$ cat src/rtl/olx_pkg.sv
// ----------------------------------------------------------------------------
// olx_pkg - shared types and constants for the outline extractor
// Image geometry, row storage type and the row job passed front to back.
// ----------------------------------------------------------------------------
package olx_pkg;

  localparam int IMAGE_WIDTH  = 64;
  localparam int IMAGE_HEIGHT = 64;
  localparam int ROW_BYTES    = (IMAGE_WIDTH + 7) / 8;
  localparam int COL_W        = (ROW_BYTES > 1) ? $clog2(ROW_BYTES) : 1;
  localparam int ROW_W        = $clog2(IMAGE_HEIGHT);
  localparam int JOB_DEPTH    = 2;

  // byte 0 is the leftmost byte of the row
  typedef logic [ROW_BYTES-1:0][7:0] row_t;

  typedef enum logic [1:0] {
    JOB_FIRST = 2'd0,  // top row, sent raw
    JOB_INNER = 2'd1,  // interior row, outlined
    JOB_LAST  = 2'd2   // last interior row outlined, then bottom row raw
  } job_mode_e;

  typedef struct packed {
    job_mode_e mode;
    row_t      above;
    row_t      centre;
    row_t      below;
  } row_job_t;

endpackage

$ cat src/rtl/olx_front.sv
// ----------------------------------------------------------------------------
// olx_front - input side of the outline extractor
// Collects bytes into the row buffers; hands a job on at row ends after row 0.
// ----------------------------------------------------------------------------
module olx_front (
  input  logic              clk_i,
  input  logic              rst_ni,
  input  logic              push,
  output logic              full,
  input  logic [7:0]        pixel_byte_i,
  output logic              job_push_o,
  output olx_pkg::row_job_t job_o,
  input  logic              job_full_i
);
  import olx_pkg::*;

  row_t             above_q, above_d;
  row_t             centre_q, centre_d;
  row_t             filling_q, filling_d;
  logic [COL_W-1:0] col_q, col_d;
  logic [ROW_W-1:0] row_q, row_d;
  logic             row_end, img_end, accept;

  assign row_end = (col_q == COL_W'(ROW_BYTES - 1));
  assign img_end = row_end && (row_q == ROW_W'(IMAGE_HEIGHT - 1));
  // only the row-closing item needs room in the job queue
  assign full    = row_end && (row_q != '0) && job_full_i;
  assign accept  = push && !full;

  always_comb begin
    filling_d          = filling_q;
    filling_d[col_q]   = pixel_byte_i;
    above_d            = above_q;
    centre_d           = centre_q;
    col_d              = col_q;
    row_d              = row_q;
    job_push_o         = 1'b0;
    job_o.mode         = img_end ? JOB_LAST : ((row_q == ROW_W'(1)) ? JOB_FIRST : JOB_INNER);
    job_o.above        = above_q;
    job_o.centre       = centre_q;
    job_o.below        = filling_d;
    if (accept) begin
      if (row_end) begin
        col_d      = '0;
        row_d      = img_end ? '0 : row_q + ROW_W'(1);
        above_d    = centre_q;
        centre_d   = filling_d;
        job_push_o = (row_q != '0);
      end else begin
        col_d = col_q + COL_W'(1);
      end
    end
  end

  always_ff @(posedge clk_i or negedge rst_ni) begin
    if (!rst_ni) begin
      col_q <= '0;
      row_q <= '0;
    end else begin
      col_q <= col_d;
      row_q <= row_d;
    end
  end

  // row contents: payload only
  always_ff @(posedge clk_i) begin
    if (accept) begin
      filling_q <= filling_d;
      above_q   <= above_d;
      centre_q  <= centre_d;
    end
  end

endmodule

$ cat src/rtl/olx_job_fifo.sv
// ----------------------------------------------------------------------------
// olx_job_fifo - short queue of row jobs
// Two entries between the front and the back.
// ----------------------------------------------------------------------------
module olx_job_fifo (
  input  logic              clk_i,
  input  logic              rst_ni,
  input  logic              wr_i,
  input  olx_pkg::row_job_t wr_data_i,
  output logic              full_o,
  input  logic              rd_i,
  output olx_pkg::row_job_t rd_data_o,
  output logic              empty_o
);
  import olx_pkg::*;

  localparam int PTR_W = $clog2(JOB_DEPTH);

  row_job_t           mem_q [JOB_DEPTH];
  logic [PTR_W-1:0]   wp_q, rp_q;
  logic [PTR_W:0]     cnt_q;
  logic               do_wr, do_rd;

  assign full_o    = (cnt_q == (PTR_W+1)'(JOB_DEPTH));
  assign empty_o   = (cnt_q == '0);
  assign do_wr     = wr_i && !full_o;
  assign do_rd     = rd_i && !empty_o;
  assign rd_data_o = mem_q[rp_q];

  always_ff @(posedge clk_i or negedge rst_ni) begin
    if (!rst_ni) begin
      wp_q  <= '0;
      rp_q  <= '0;
      cnt_q <= '0;
    end else begin
      if (do_wr) wp_q <= (wp_q == PTR_W'(JOB_DEPTH - 1)) ? '0 : wp_q + PTR_W'(1);
      if (do_rd) rp_q <= (rp_q == PTR_W'(JOB_DEPTH - 1)) ? '0 : rp_q + PTR_W'(1);
      if (do_wr && !do_rd)      cnt_q <= cnt_q + (PTR_W+1)'(1);
      else if (do_rd && !do_wr) cnt_q <= cnt_q - (PTR_W+1)'(1);
    end
  end

  always_ff @(posedge clk_i) begin
    if (do_wr) mem_q[wp_q] <= wr_data_i;
  end

endmodule

$ cat src/rtl/olx_back.sv
// ----------------------------------------------------------------------------
// olx_back - output side of the outline extractor
// Walks a row job byte by byte, applies the 4-neighbour rule, drives results.
// ----------------------------------------------------------------------------
module olx_back (
  input  logic              clk_i,
  input  logic              rst_ni,
  input  olx_pkg::row_job_t job_i,
  input  logic              job_empty_i,
  output logic              job_pop_o,
  output logic              empty,
  input  logic              pop,
  output logic [7:0]        outline_byte_o,
  output logic              image_end_o
);
  import olx_pkg::*;

  localparam int ROW_BITS = ROW_BYTES * 8;

  logic [COL_W-1:0]    byte_q;
  logic                half_q;       // second half of a last-row job
  logic                out_valid_q;
  logic [7:0]          out_byte_q;
  logic                out_end_q;

  logic [ROW_BITS-1:0] abv_c, cen_c, blw_c;  // bit c is column c
  row_t                kill_row;
  logic                step, job_done;
  logic [7:0]          byte_val;
  logic                byte_end;

  always_comb begin
    for (int c = 0; c < ROW_BITS; c++) begin
      abv_c[c] = job_i.above[c >> 3][7 - (c & 7)];
      cen_c[c] = job_i.centre[c >> 3][7 - (c & 7)];
      blw_c[c] = job_i.below[c >> 3][7 - (c & 7)];
    end
    kill_row = '0;
    for (int c = 1; c <= IMAGE_WIDTH - 2; c++) begin
      kill_row[c >> 3][7 - (c & 7)] = cen_c[c] & cen_c[c-1] & cen_c[c+1]
                                      & abv_c[c] & blw_c[c];
    end
  end

  always_comb begin
    byte_end = 1'b0;
    case (job_i.mode)
      JOB_FIRST: byte_val = job_i.centre[byte_q];
      JOB_INNER: byte_val = job_i.centre[byte_q] & ~kill_row[byte_q];
      JOB_LAST: begin
        if (half_q) begin
          byte_val = job_i.below[byte_q];
          byte_end = (byte_q == COL_W'(ROW_BYTES - 1));
        end else begin
          byte_val = job_i.centre[byte_q] & ~kill_row[byte_q];
        end
      end
      default:   byte_val = job_i.centre[byte_q];
    endcase
  end

  assign step      = !job_empty_i && (!out_valid_q || pop);
  assign job_done  = (byte_q == COL_W'(ROW_BYTES - 1))
                     && (half_q || (job_i.mode != JOB_LAST));
  assign job_pop_o = step && job_done;

  assign empty          = !out_valid_q;
  assign outline_byte_o = out_byte_q;
  assign image_end_o    = out_end_q;

  always_ff @(posedge clk_i or negedge rst_ni) begin
    if (!rst_ni) begin
      byte_q      <= '0;
      half_q      <= 1'b0;
      out_valid_q <= 1'b0;
    end else begin
      if (step) begin
        out_valid_q <= 1'b1;
        if (byte_q == COL_W'(ROW_BYTES - 1)) begin
          byte_q <= '0;
          half_q <= !job_done;
        end else begin
          byte_q <= byte_q + COL_W'(1);
        end
      end else if (pop) begin
        out_valid_q <= 1'b0;
      end
    end
  end

  always_ff @(posedge clk_i) begin
    if (step) begin
      out_byte_q <= byte_val;
      out_end_q  <= byte_end;
    end
  end

endmodule

$ cat src/rtl/binary_image_outline_extract.sv
// ----------------------------------------------------------------------------
// binary_image_outline_extract - 4-neighbour outline of a packed 1-bit image
// Clears set pixels whose four direct neighbours are set; border passes.
// ----------------------------------------------------------------------------
// Usage:
//   Input channel (push/full): one item is one byte of eight pixels, MSB is
//   the leftmost pixel, rows in order, ROW_BYTES items per row. One item can
//   be taken every cycle while full is low. full rises only on the item that
//   closes a row when both row jobs in the job queue are still pending.
//   Result channel (empty/pop): one item is one outlined byte; image_end_o
//   marks the last byte of the image. Results leave at one per cycle while
//   pop is held and a row job is queued. The bytes of row r follow the
//   item that closes row r+1, through the job queue write and then the
//   output register. The last input item queues both the last interior row
//   and the bottom row, 2*ROW_BYTES results. Throughput: one item per cycle
//   sustained while the receiver pops; the back drains ROW_BYTES results per
//   ROW_BYTES input items, and a row of slack sits in the two-entry job queue.
//   Receiver stall: the output register holds; the back stops, the queue
//   fills, then full holds off the front at its next row end.
//   Reset: row and byte counters clear, queue and output register empty;
//   the first item after reset starts a new image.
// ----------------------------------------------------------------------------
module binary_image_outline_extract (
  input  logic       clk_i,
  input  logic       rst_ni,
  input  logic       push,
  output logic       full,
  input  logic [7:0] pixel_byte_i,
  output logic       empty,
  input  logic       pop,
  output logic [7:0] outline_byte_o,
  output logic       image_end_o
);
  import olx_pkg::*;

  row_job_t job_wr, job_rd;
  logic     job_push, job_full, job_pop, job_empty;

  // front: row buffers and row/byte counters
  olx_front u_front (
    .clk_i        (clk_i),
    .rst_ni       (rst_ni),
    .push         (push),
    .full         (full),
    .pixel_byte_i (pixel_byte_i),
    .job_push_o   (job_push),
    .job_o        (job_wr),
    .job_full_i   (job_full)
  );

  // decouples row arrival from row drain
  olx_job_fifo u_jobs (
    .clk_i     (clk_i),
    .rst_ni    (rst_ni),
    .wr_i      (job_push),
    .wr_data_i (job_wr),
    .full_o    (job_full),
    .rd_i      (job_pop),
    .rd_data_o (job_rd),
    .empty_o   (job_empty)
  );

  // back: per-byte outline and output register
  olx_back u_back (
    .clk_i          (clk_i),
    .rst_ni         (rst_ni),
    .job_i          (job_rd),
    .job_empty_i    (job_empty),
    .job_pop_o      (job_pop),
    .empty          (empty),
    .pop            (pop),
    .outline_byte_o (outline_byte_o),
    .image_end_o    (image_end_o)
  );

endmodule
$ cat config.mk
export PLATFORM = sky130hd
export DESIGN_NAME = binary_image_outline_extract
export DESIGN_NICKNAME = d
export VERILOG_FILES = /design/src/rtl/olx_pkg.sv /design/src/rtl/olx_front.sv /design/src/rtl/olx_job_fifo.sv /design/src/rtl/olx_back.sv /design/src/rtl/binary_image_outline_extract.sv
export SDC_FILE = /design/constraint.sdc
export NUM_CORES = 1
export LEC_CHECK = 0
export ABC_AREA = 1
export BUFFER_PORTS_ARGS = -buffer_cell sky130_fd_sc_hd__clkbuf_2
export CELL_PAD_IN_SITES_DETAIL_PLACEMENT = 0
export CELL_PAD_IN_SITES_GLOBAL_PLACEMENT = 1
export CORE_ASPECT_RATIO = 1.1
export CORE_MARGIN = 2
export CORE_UTILIZATION = 45
export CTS_CLUSTER_SIZE = 14
export DETAILED_ROUTE_END_ITERATION = 7
export MAX_ROUTING_LAYER = met4
export PLACE_DENSITY_LB_ADDON = 0.1
export SLEW_MARGIN = 25
export SYNTH_ARGS = -nofsm -noshare
export SYNTH_HDL_FRONTEND = slang
export SYNTH_SLANG_ARGS = --single-unit
$ cat constraint.sdc
create_clock -name clk_i -period 19 [get_ports clk_i]
set_clock_uncertainty 0.1 [all_clocks]
set_input_delay 2.85 -clock clk_i [delete_from_list [all_inputs] [get_ports clk_i]]
set_output_delay 2.85 -clock clk_i [all_outputs]
set_load 0.05 [all_outputs]
==> run_results.csv, run 1 <==
group,metric,value,unit
die,io_pins,23,
clock_network,cts_tree,"built",
die,die_h,248,um
setup_path,critical_path.endpoint_type,"register",
clock_network,ctsHoldBuffers,0,
synthesis,synth_top_area_share,71.6,%
die,die_area,56200,um^2
status,status,"completed",
drt,wire_per_inst,21.5,um
die,die_x,226,um
job,drv_cap,0,
die,initial_core_util,45.6,%
setup_path,r2r_cells,12,
sta,hold_viol,0,
clock_network,clkLatencyLatePin,0.63,ns
synthesis,synthMuxAreaShare,0,%
synthesis,synth_xor_area_share,0.251,%
synthesis,synth_top_family_by_area,"simple AND/OR/NAND/NOR gates",
power,p_per_area,153,nW/um^2
setup_path,regToRegSetupSlack,14.44,ns
synthesis,seq_area_frac_synth,73.4,%
setup_path,cp.arrival,5.83,ns
synthesis,syn_nets,2116,
final_layout,nNetsFinal,2153,
drt,drt_pass1_iterations,5,
clock_network,postCtsSetupBuffers,0,
global_route,grt_max_degree,160,
synthesis,synth_cells,2094,
clock_network,clkTransAtPathRegs,0.06,ns
sta,tns,0,ns
sta,slew_headroom,30.7,%
clock_network,clock-sinks,601,
sta,drv_slew,0,
synthesis,synth_compound_area_share,3.97,%
placed_design,gp_congestion,0.815,
synthesis,synthAdderAreaFrac,0.512,%
drt,drt-total-wl,62500,um
sta,fmax,0.176,GHz
drt,final_antenna_net_count,0,
clock_network,postCtsResizedCells,0,
synthesis,ys_warn_count,0,
final_layout,n_fill_cell,4854,
synthesis,synth_edf_count,583,
setup_path,critPathLaunch,"push",
global_route,gr-usage-all-layers,23.4,%
die,core-area,53700,um^2
synthesis,ys_types,33,
sta,setup_viol,0,
drt,viasPerCell,5.19,
setup_path,cp_max_fo,65,
sta,rsz0062_at_grt,"no",
setup_path,critPathLaunchType,"input pin",
global_route,overflow,0,
hold_path,min_path_type,"reg2reg",
synthesis,synth_seq_cells,601,
sta,worst_pin_slew,1.04,ns
sta,fin_crit_sh,30.0,%
global_route,first_global_vias,14900,
setup_path,rr_endpoint,"u_jobs.mem_q[1][117]",
global_route,grt_pass1_wl,94300,um
placed_design,dp_hpwl,37400,um
power,leakage,10.5,nW
synthesis,async_reset_ff_share,3.00,%
placed_design,numPortBuffers,22,
setup_path,r2r_start,"u_front.col_q[0]",
synthesis,ys_top_cells_by_area,"edfxtp_1 72%, nand2_1 11%, nand3_1 2.7%",
setup_path,required,19.13,ns
synthesis,syn_avg_cell_area,11.7,um^2
sta,fin_crit,5.69,ns
power,ir_drop,88.7,uV
drt,drt_iter0_markers,1267,
synthesis,synth_area_leader_cell,"edfxtp_1",
drt,via_count,15100,
setup_path,path_class,"in2reg",
setup_path,worstSetupEndpoint,"u_jobs.mem_q[1][117]",
die,row_count,89,
drt,route.detailed.drc,0,
global_route,antenna_found_initial,1,
synthesis,synth-simple-area-share,17.5,%
synthesis,syn_area,24500,um^2
clock_network,ctsHtreeMaxLevel,2,
final_layout,synthToLayoutAreaGrowth,11.4,%
power,fin_total_pwr,4.16,mW
clock_network,cts-root-buf,"clkbuf_16",
synthesis,ys.flop_type,"edfxtp_1",
clock_network,cts_buffers,61,
final_layout,drive_gt1_share,7.20,%
clock_network,clk_path_buf_depth,3,
## per-layer routing
layer | wire length (um) | up-vias | GRT usage (%)
met5 | 0 | - | -
met4 | 1680 | 0 | 6.39
met3 | 3630 | 106 | 3.93
met2 | 28900 | 413 | 35.6
met1 | 28400 | 7375 | 32.8
li1 | - | 7206 | -
## power by group
| part | switching, mW | internal, mW | leakage [nW] |
|---|---|---|---|
| Sequential | 0.0833 | 1.68 | 5.53 |
| Clock | 0.500 | 0.654 | 0.931 |
| Combinational | 0.953 | 0.298 | 4.02 |
| Total | 1.54 | 2.63 | 10.5 |
## cell families after synthesis
| family | after synthesis |
|---|---|
| buffers and inverters | 235 |
| adders and majority gates | 10 |
| DFF | 601 |
| AOI/OAI and AO/OA | 185 |
| xor gates and xnor gates | 7 |
| and+or+nand+nor | 1056 |
## per-stage QoR
stage                     cells  hold WS (ns)  util (%)  worst slack, ns  area [um^2]
after floorplan            2094         0.321         -             7.02        24500
after global placement     2793         0.323      47.0            12.46        25300
after detailed placement   2794         0.330      47.1            12.46        25300
after CTS                  2908         0.344      50.6            13.12        27200
final                      2911         0.341      50.7            13.31        27200
after global routing       2911         0.352      50.7            13.10        27200
## cell usage in the layout (no fill, tap or decap), types with 3 or more instances in the layout
cell	n
xor2_1	5
nand4_1	17
dfrtp_1	16
or2_2	4
clkbuf_1	10
nand2_1	737
buf_4	24
clkbuf_16	61
buf_16	3
bufinv_16	5
nand2_2	5
o211ai_1	5
edfxtp_1	583
clkinv_2	15
clkinvlp_4	3
ha_1	10
nor2_4	3
a31oi_1	5
o21ai_0	107
nand3_1	134
and2_1	12
o21ai_1	26
nand3b_1	9
clkinv_1	18
a21oi_1	33
inv_6	3
nor2_1	128
clkbuf_2	22
nor3_1	6
inv_1	154
a21boi_0	4
## sequential cells by signal (all words and copies together), names as in the netlist, 2 cells and up
signal	flops
u_back.byte_q	3
u_front.col_q	3
u_front.job_o	126
u_jobs.mem_q	384
u_front.row_q	6
u_front.filling_q	64
u_jobs.cnt_q	2
u_back.outline_byte_o	8
## cell type report
| cell class | instances | area (um^2) | area share [%] |
|---|---|---|---|
| Clock inverter | 43 | 337 | 1.24 |
| Multi-Input combinational cell | 1258 | 5450 | 20.0 |
| Tap cell | 728 | 911 | 3.34 |
| Inverter | 158 | 599 | 2.20 |
| Antenna cell | 1 | 2.50 | 0.00919 |
| Timing Repair Buffer | 51 | 413 | 1.52 |
| Clock buffer | 71 | 1560 | 5.74 |
| Sequential cell | 601 | 18000 | 65.9 |
## critical path, cell delays in order
cell and delay, ns:
clkbuf_2 0.10, nand2_1 0.13, nor2_1 0.22, inv_1 0.14
nor2_4 0.62, buf_4 0.51, buf_16 0.30, buf_4 0.80
## how the worst min path moves through the flow
stage | from | to | depth (start not counted)
global route | u_front.job_o[190] | u_jobs.mem_q[0][190] | 0
detailed placement | u_front.job_o[165] | u_jobs.mem_q[0][165] | 0
CTS | u_front.job_o[147] | u_jobs.mem_q[0][147] | 0
floorplan | u_front.job_o[120] | u_jobs.mem_q[0][120] | 0
finish | u_front.job_o[147] | u_jobs.mem_q[0][147] | 0
global placement | u_front.job_o[150] | u_jobs.mem_q[1][150] | 0
## Yosys cell counts, drive strengths merged (2+ instances only)
cell type,n
a21boi,5
a21oi,35
a31oi,5
and2,12
buf,60
clkbuf,17
dfrtp,18
edfxtp,583
ha,10
inv,158
nand2,742
nand3,134
nand3b,9
nand4,17
nor2,131
nor3,6
o211ai,5
o21ai,133
or2,4
xnor2,2
xor2,5
Note: power is estimated with default switching activity, not from simulation.
==> inputs of run 2 (changes only) <==
- clock period: 19 -> 5.4 ns (I/O delays scaled with it)
==> run_results.csv, run 2 (synthesis results as in run 1) <==
group,metric,value,unit
final_layout,largest-register,"u_jobs.mem_q",
clock_network,ctsHtreeMaxLevel,2,
clock_network,cts_buffers,59,
sta,fin_crit,3.49,ns
die,row_count,89,
sta,fin_crit_sh,64.6,%
global_route,antenna_found_initial,0,
clock_network,clk_path_buf_depth,3,
die,die_h,248,um
global_route,grt_pass1_wl,95500,um
drt,via_count,15000,
clock_network,ctsHoldBuffers,0,
setup_path,critPathLaunchType,"register",
drt,drt_pass1_iterations,5,
sta,hold_viol,0,
drt,final_antenna_net_count,0,
global_route,first_global_vias,14600,
power,p_per_area,534,nW/um^2
clock_network,clkLatencyLatePin,0.62,ns
setup_path,required,5.66,ns
placed_design,placed_cells,2791,
final_layout,final_common_cell,"nand2_1",
drt,drt_iter0_markers,1450,
die,core-area,53700,um^2
setup_path,crit_slowest_cell,"dfrtp_4",
setup_path,max_stage_delay,0.75,ns
status,status,"completed",
clock_network,postCtsSetupBuffers,0,
placed_design,dp_hpwl,39500,um
global_route,grt_max_degree,121,
sta,tns,0,ns
job,drv_cap,0,
final_layout,nNetsFinal,2146,
final_layout,antenna_cells,0,
final_layout,synthToLayoutAreaGrowth,11.2,%
final_layout,drive_gt1_share,6.86,%
sta,worst_pin_slew,1.03,ns
die,die_x,226,um
sta,rsz0062_at_grt,"no",
clock_network,clkTransAtPathRegs,0.06,ns
final_layout,final_cells,2901,
final_layout,fin_util,50.7,%
clock_network,postCtsResizedCells,0,
die,die_area,56200,um^2
setup_path,worstPathCellList,"inv_6 -> buf_12 -> nand2_1 -> nand2_1 -> inv_1 -> nor2_1 -> nand2_1 -> nand3_1 -> nand3_1 -> nand3_1 -> a21oi_1",
power,ir_drop,310,uV
clock_network,cts-root-buf,"clkbuf_16",
drt,route.detailed.drc,0,
setup_path,critical_path_depth,11,
sta,fmax,0.287,GHz
setup_path,r2r_cells,11,
setup_path,regToRegSetupSlack,1.91,ns
die,initial_core_util,45.6,%
sta,slew_headroom,31.1,%
sta,setup_viol,0,
placed_design,numPortBuffers,22,
global_route,overflow,0,
final_layout,largest_register_ffs,384,
power,leakage,10.5,nW
global_route,gr-usage-all-layers,23.9,%
setup_path,critical_path.endpoint_type,"register",
die,io_pins,23,
sta,drv_slew,0,
drt,viasPerCell,5.16,
drt,wire_per_inst,22.0,um
setup_path,r2r_start,"u_jobs.rp_q",
setup_path,worstPathBufferInverterCount,3,
setup_path,critPathTopFamily,"buffers and inverters",
setup_path,rr_endpoint,"u_back.outline_byte_o[2]",
setup_path,cp.arrival,3.75,ns
hold_path,min_path_type,"in2async",
final_layout,final_cell_mix,"737 x nand2_1, 583 x edfxtp_1, 154 x inv_1, 134 x nand3_1, 128 x nor2_1",
drt,drt-total-wl,63900,um
setup_path,cp_max_fo,120,
clock_network,cts_tree,"built",
clock_network,clock-sinks,601,
setup_path,path_class,"reg2reg",
placed_design,gp_congestion,0.847,
==> run 2: cell count changes in the layout (fill, tap and decap cells not counted), sizes merged <==
cell / delta
clkinv: -2
bufinv: -3
diode: -1
inv: -1
buf: -5
clkbuf: +3
clkinvlp: -1
==> run 2: area by class of cell <==
| type | count | area (um^2) |
|---|---|---|
| fillers | 4848 | 26500 |
| flip-flops and latches | 601 | 18000 |
| multi-input cells | 1258 | 5450 |
| clock buffers | 74 | 1640 |
| well taps | 728 | 911 |
| inverters | 158 | 599 |
| repair buffers | 46 | 415 |
| clock inverters | 36 | 214 |
==> run 2: routing by layer <==
metal  part of all wire [%]  vias to the layer above  global-route usage (%)
met5                      0                        -                       -
met1                     46                     7300                    34.2
met3                    5.1                      103                    3.25
li1                       -                     7190                       -
met2                     46                      370                    35.8
met4                    2.7                        0                    6.84
==> run 2: power breakdown <==
| group | total, mW | internal, mW | switching, mW |
|---|---|---|---|
| sequential | 6.22 | 5.90 | 0.321 |
| combinational | 4.36 | 1.04 | 3.32 |
| clock | 3.94 | 2.22 | 1.72 |
| total | 14.5 | 9.16 | 5.36 |
==> run 2: worst max path at each step <==
stage / endpoint / slack (ns) / from
after detailed placement: u_jobs.cnt_q[1] / 1.87 / u_jobs.rp_q
after global routing: u_jobs.cnt_q[1] / 1.66 / u_jobs.rp_q
final: u_back.outline_byte_o[2] / 1.91 / u_jobs.rp_q
after floorplan: u_jobs.mem_q[0][0] / -1.49 / u_front.col_q[0]
after global placement: u_back.outline_byte_o[2] / 1.93 / u_jobs.rp_q
after CTS: u_jobs.cnt_q[1] / 1.86 / u_jobs.rp_q
==> run 2: stage by stage <==
stage | hold slack, ns | total power, mW | setup WS [ns] | area, um^2
after detailed placement | 0.329 | 10.7 | 1.87 | 25300
after CTS | 0.0581 | 14.6 | 1.86 | 27200
after global routing | 0.0769 | 15.3 | 1.66 | 27200
after global placement | 0.323 | 10.7 | 1.93 | 25300
final | 0.0648 | 14.5 | 1.91 | 27200
after floorplan | 0.321 | 9.10 | -1.49 | 24500
==> run 2: worst register-to-register path, stage by stage, from the launching register on <==
cell     delay, ns
dfrtp_4       0.75
inv_6         0.52
buf_12        0.58
nand2_1       0.20
nand2_1       0.20
inv_1         0.07
nor2_1        0.23
nand2_1       0.09
nand3_1       0.08
nand3_1       0.15
nand3_1       0.16
a21oi_1       0.10
==> inputs of run 3 (changes only) <==
- ABC_AREA: 1 -> 0
- clock period: 5.4 -> 3.6 ns (I/O delays scaled with it)
==> run_results.csv, run 3 <==
group,metric,value,unit
sta,setup_viol,0,
clock_network,clkLatencyLatePin,0.62,ns
final_layout,finalInstanceArea,26900,um^2
synthesis,synthMuxAreaShare,10.4,%
sta,rsz0062_at_grt,"no",
hold_path,min_from,"push",
power,p_per_area,764,nW/um^2
global_route,grt_pass1_wl,87800,um
sta,drv_slew,0,
synthesis,ys_warn_count,0,
final_layout,largest-register,"u_jobs.mem_q",
setup_path,critPathLaunchType,"register",
clock_network,cts_buffers,59,
die,die_area,54700,um^2
synthesis,synth_area_leader_cell,"edfxtp_1",
power,fin_total_pwr,20.6,mW
drt,wire_per_inst,28.6,um
synthesis,ys.flop_type,"edfxtp_1",
synthesis,ys_top_cells_by_area,"edfxtp_1 74%, mux4_2 6.3%, mux2_2 3.4%",
placed_design,placed_cells,1996,
power,ir_drop,588,uV
die,die_x,223,um
final_layout,final_common_cell,"edfxtp_1",
synthesis,yosys-top-cells-count,"583 x edfxtp_1, 85 x nand2_1, 72 x mux2_2",
placed_design,dp_hpwl,39700,um
synthesis,synth_top_family_by_area,"multiplexers",
placed_design,place_area,25000,um^2
placed_design,pre_cts_slack,0.701,ns
global_route,grt_max_degree,103,
die,row_count,88,
sta,fin_hold_ws,0.141,ns
sta,fin_crit_sh,82.1,%
synthesis,ys_types,61,
clock_network,ctsHtreeMaxLevel,2,
global_route,overflow,0,
power,leakage,8.50,nW
setup_path,cp.arrival,2.32,ns
final_layout,nNetsFinal,1406,
drt,final_antenna_net_count,0,
setup_path,critPathTopFamily,"flip-flops",
setup_path,worstPathCellList,"ha_2 -> ha_4 -> inv_2 -> a211oi_2 -> clkbuf_2",
setup_path,worstPathBufferInverterCount,2,
synthesis,yosysMostFrequentCell,"edfxtp_1",
clock_network,cts-root-buf,"clkbuf_16",
drt,drt_iter0_markers,1132,
synthesis,synthAdderAreaFrac,0.527,%
synthesis,seq_area_frac_synth,75.6,%
placed_design,numPortBuffers,22,
drt,route.detailed.drc,0,
setup_path,path_class,"reg2out",
synthesis,syn_nets,1337,
die,initial_core_util,45.4,%
final_layout,final_cell_mix,"583 x edfxtp_1, 85 x nand2_1, 72 x mux2_2, 70 x nand3_1, 67 x mux4_2",
synthesis,synth_cells,1315,
sta,fmax,0.338,GHz
final_layout,drive_gt1_share,21.4,%
sta,worst_pin_slew,0.893,ns
final_layout,antenna_cells,0,
clock_network,clkTransAtPathRegs,0.06,ns
synthesis,synth_seq_cells,601,
final_layout,fin_util,51.5,%
die,die_h,245,um
global_route,gr-usage-all-layers,22.9,%
setup_path,r2r_cells,9,
setup_path,required,2.96,ns
drt,via_count,12800,
setup_path,critical_path_depth,5,
synthesis,synth_compound_area_share,4.64,%
clock_network,clock-sinks,601,
sta,fin_crit,2.96,ns
clock_network,cts_tree,"built",
setup_path,rr_endpoint,"u_back.outline_byte_o[5]",
placed_design,gp_congestion,0.841,
clock_network,clk_path_buf_depth,3,
job,drv_cap,0,
setup_path,max_stage_delay,0.60,ns
hold_path,hold_depth,3,
synthesis,synth_xor_area_share,0.258,%
die,io_pins,23,
sta,worst_slack,0.645,ns
synthesis,synth_top_area_share,73.7,%
setup_path,critical_path.endpoint_type,"output port",
status,status,"completed",
synthesis,syn_area,23800,um^2
drt,viasPerCell,6.07,
sta,tns,0,ns
synthesis,synth-simple-area-share,7.11,%
synthesis,synth_edf_count,583,
synthesis,async_reset_ff_share,3.00,%
hold_path,min_path_type,"in2reg",
final_layout,largest_register_ffs,384,
synthesis,syn_avg_cell_area,18.1,um^2
final_layout,synthToLayoutAreaGrowth,13.4,%
sta,slew_headroom,40.4,%
sta,hold_viol,0,
drt,drt_pass1_iterations,5,
die,core-area,52300,um^2
global_route,antenna_found_initial,0,
setup_path,crit_slowest_cell,"dfrtp_1",
global_route,first_global_vias,12700,
clock_network,postCtsResizedCells,0,
setup_path,regToRegSetupSlack,0.68,ns
final_layout,final_cells,2105,
drt,drt-total-wl,60300,um
setup_path,cp_max_fo,10,
setup_path,r2r_start,"u_jobs.rp_q",
hold_path,min_to,"u_front.col_q[0]",
run 3: cell types whose count changed in the layout (fill, tap and decap cells not counted), sizes merged, moves of 10 or more:
cell	change
nand2	-657
inv	-147
nor2	-112
o21ai	-81
mux2	+72
mux4	+67
nand3	-63
nand4	+36
nand4b	+20
mux2i	+16
a221oi	+13
buf	+12
a22oi	+10
and2	-10
run 3: how the worst max path moves through the flow:
stage                          start                  endpoint  slack, ns
finish              u_front.col_q[1]                      full       0.64
global route             u_jobs.rp_q  u_back.outline_byte_o[5]       0.47
CTS                 u_front.col_q[1]                      full       0.60
detailed placement       u_jobs.rp_q  u_back.outline_byte_o[0]       0.70
global placement         u_jobs.rp_q  u_back.outline_byte_o[0]       0.74
floorplan           u_front.col_q[0]        u_jobs.mem_q[0][0]      -0.70
run 3: cell type report:
cell class	count	area, um^2
tap	675	845
inverter	14	78.8
timing repair buffer	60	538
clock buffer	71	1560
fill	4238	25400
clock inverter	36	407
multi-input combinational	648	5550
sequential	601	18000
run 3: routing by layer:
layer	wire length [um]	part of all wire, %	up-vias	track usage [%]
li1	-	-	5556	-
met1	27500	46	6799	32.1
met2	28800	48	330	35.7
met3	2530	4.2	90	3.00
met4	1410	2.3	0	6.34
met5	0	0	-	-
run 3: worst reg2reg max path: cells and delay by family, from the launching register on:
family          cells  cell delay [ns]
buf+inv             1             0.07
flops               1             0.75
simple gates        4             0.82
fa+ha+maj           1             0.24
mux                 1             0.32
compound gates      2             0.36
run 3: logic make-up after synthesis:
family                     Yosys count
muxes                              155
buffers and inverters               66
DFF                                601
adders and majority gates           10
xor gates and xnor gates             7
AOI/OAI and AO/OA                  166
and+or+nand+nor                    310
run 3: repair_timing:
| action | 4_1_cts | 5_1_grt |
|---|---|---|
| endpoints found under the hold margin | 19 | 0 |
| setup buffers | 0 | 0 |
| hold buffers | 2 | 0 |
| setup endpoints to repair | 0 | 0 |
run 3: where the power goes:
group          switching, mW  internal [mW]  leakage [nW]
clock                   2.57           3.72         0.951
combinational           2.85           1.85          2.01
sequential             0.667           8.94          5.54
total                   6.09           14.5          8.50
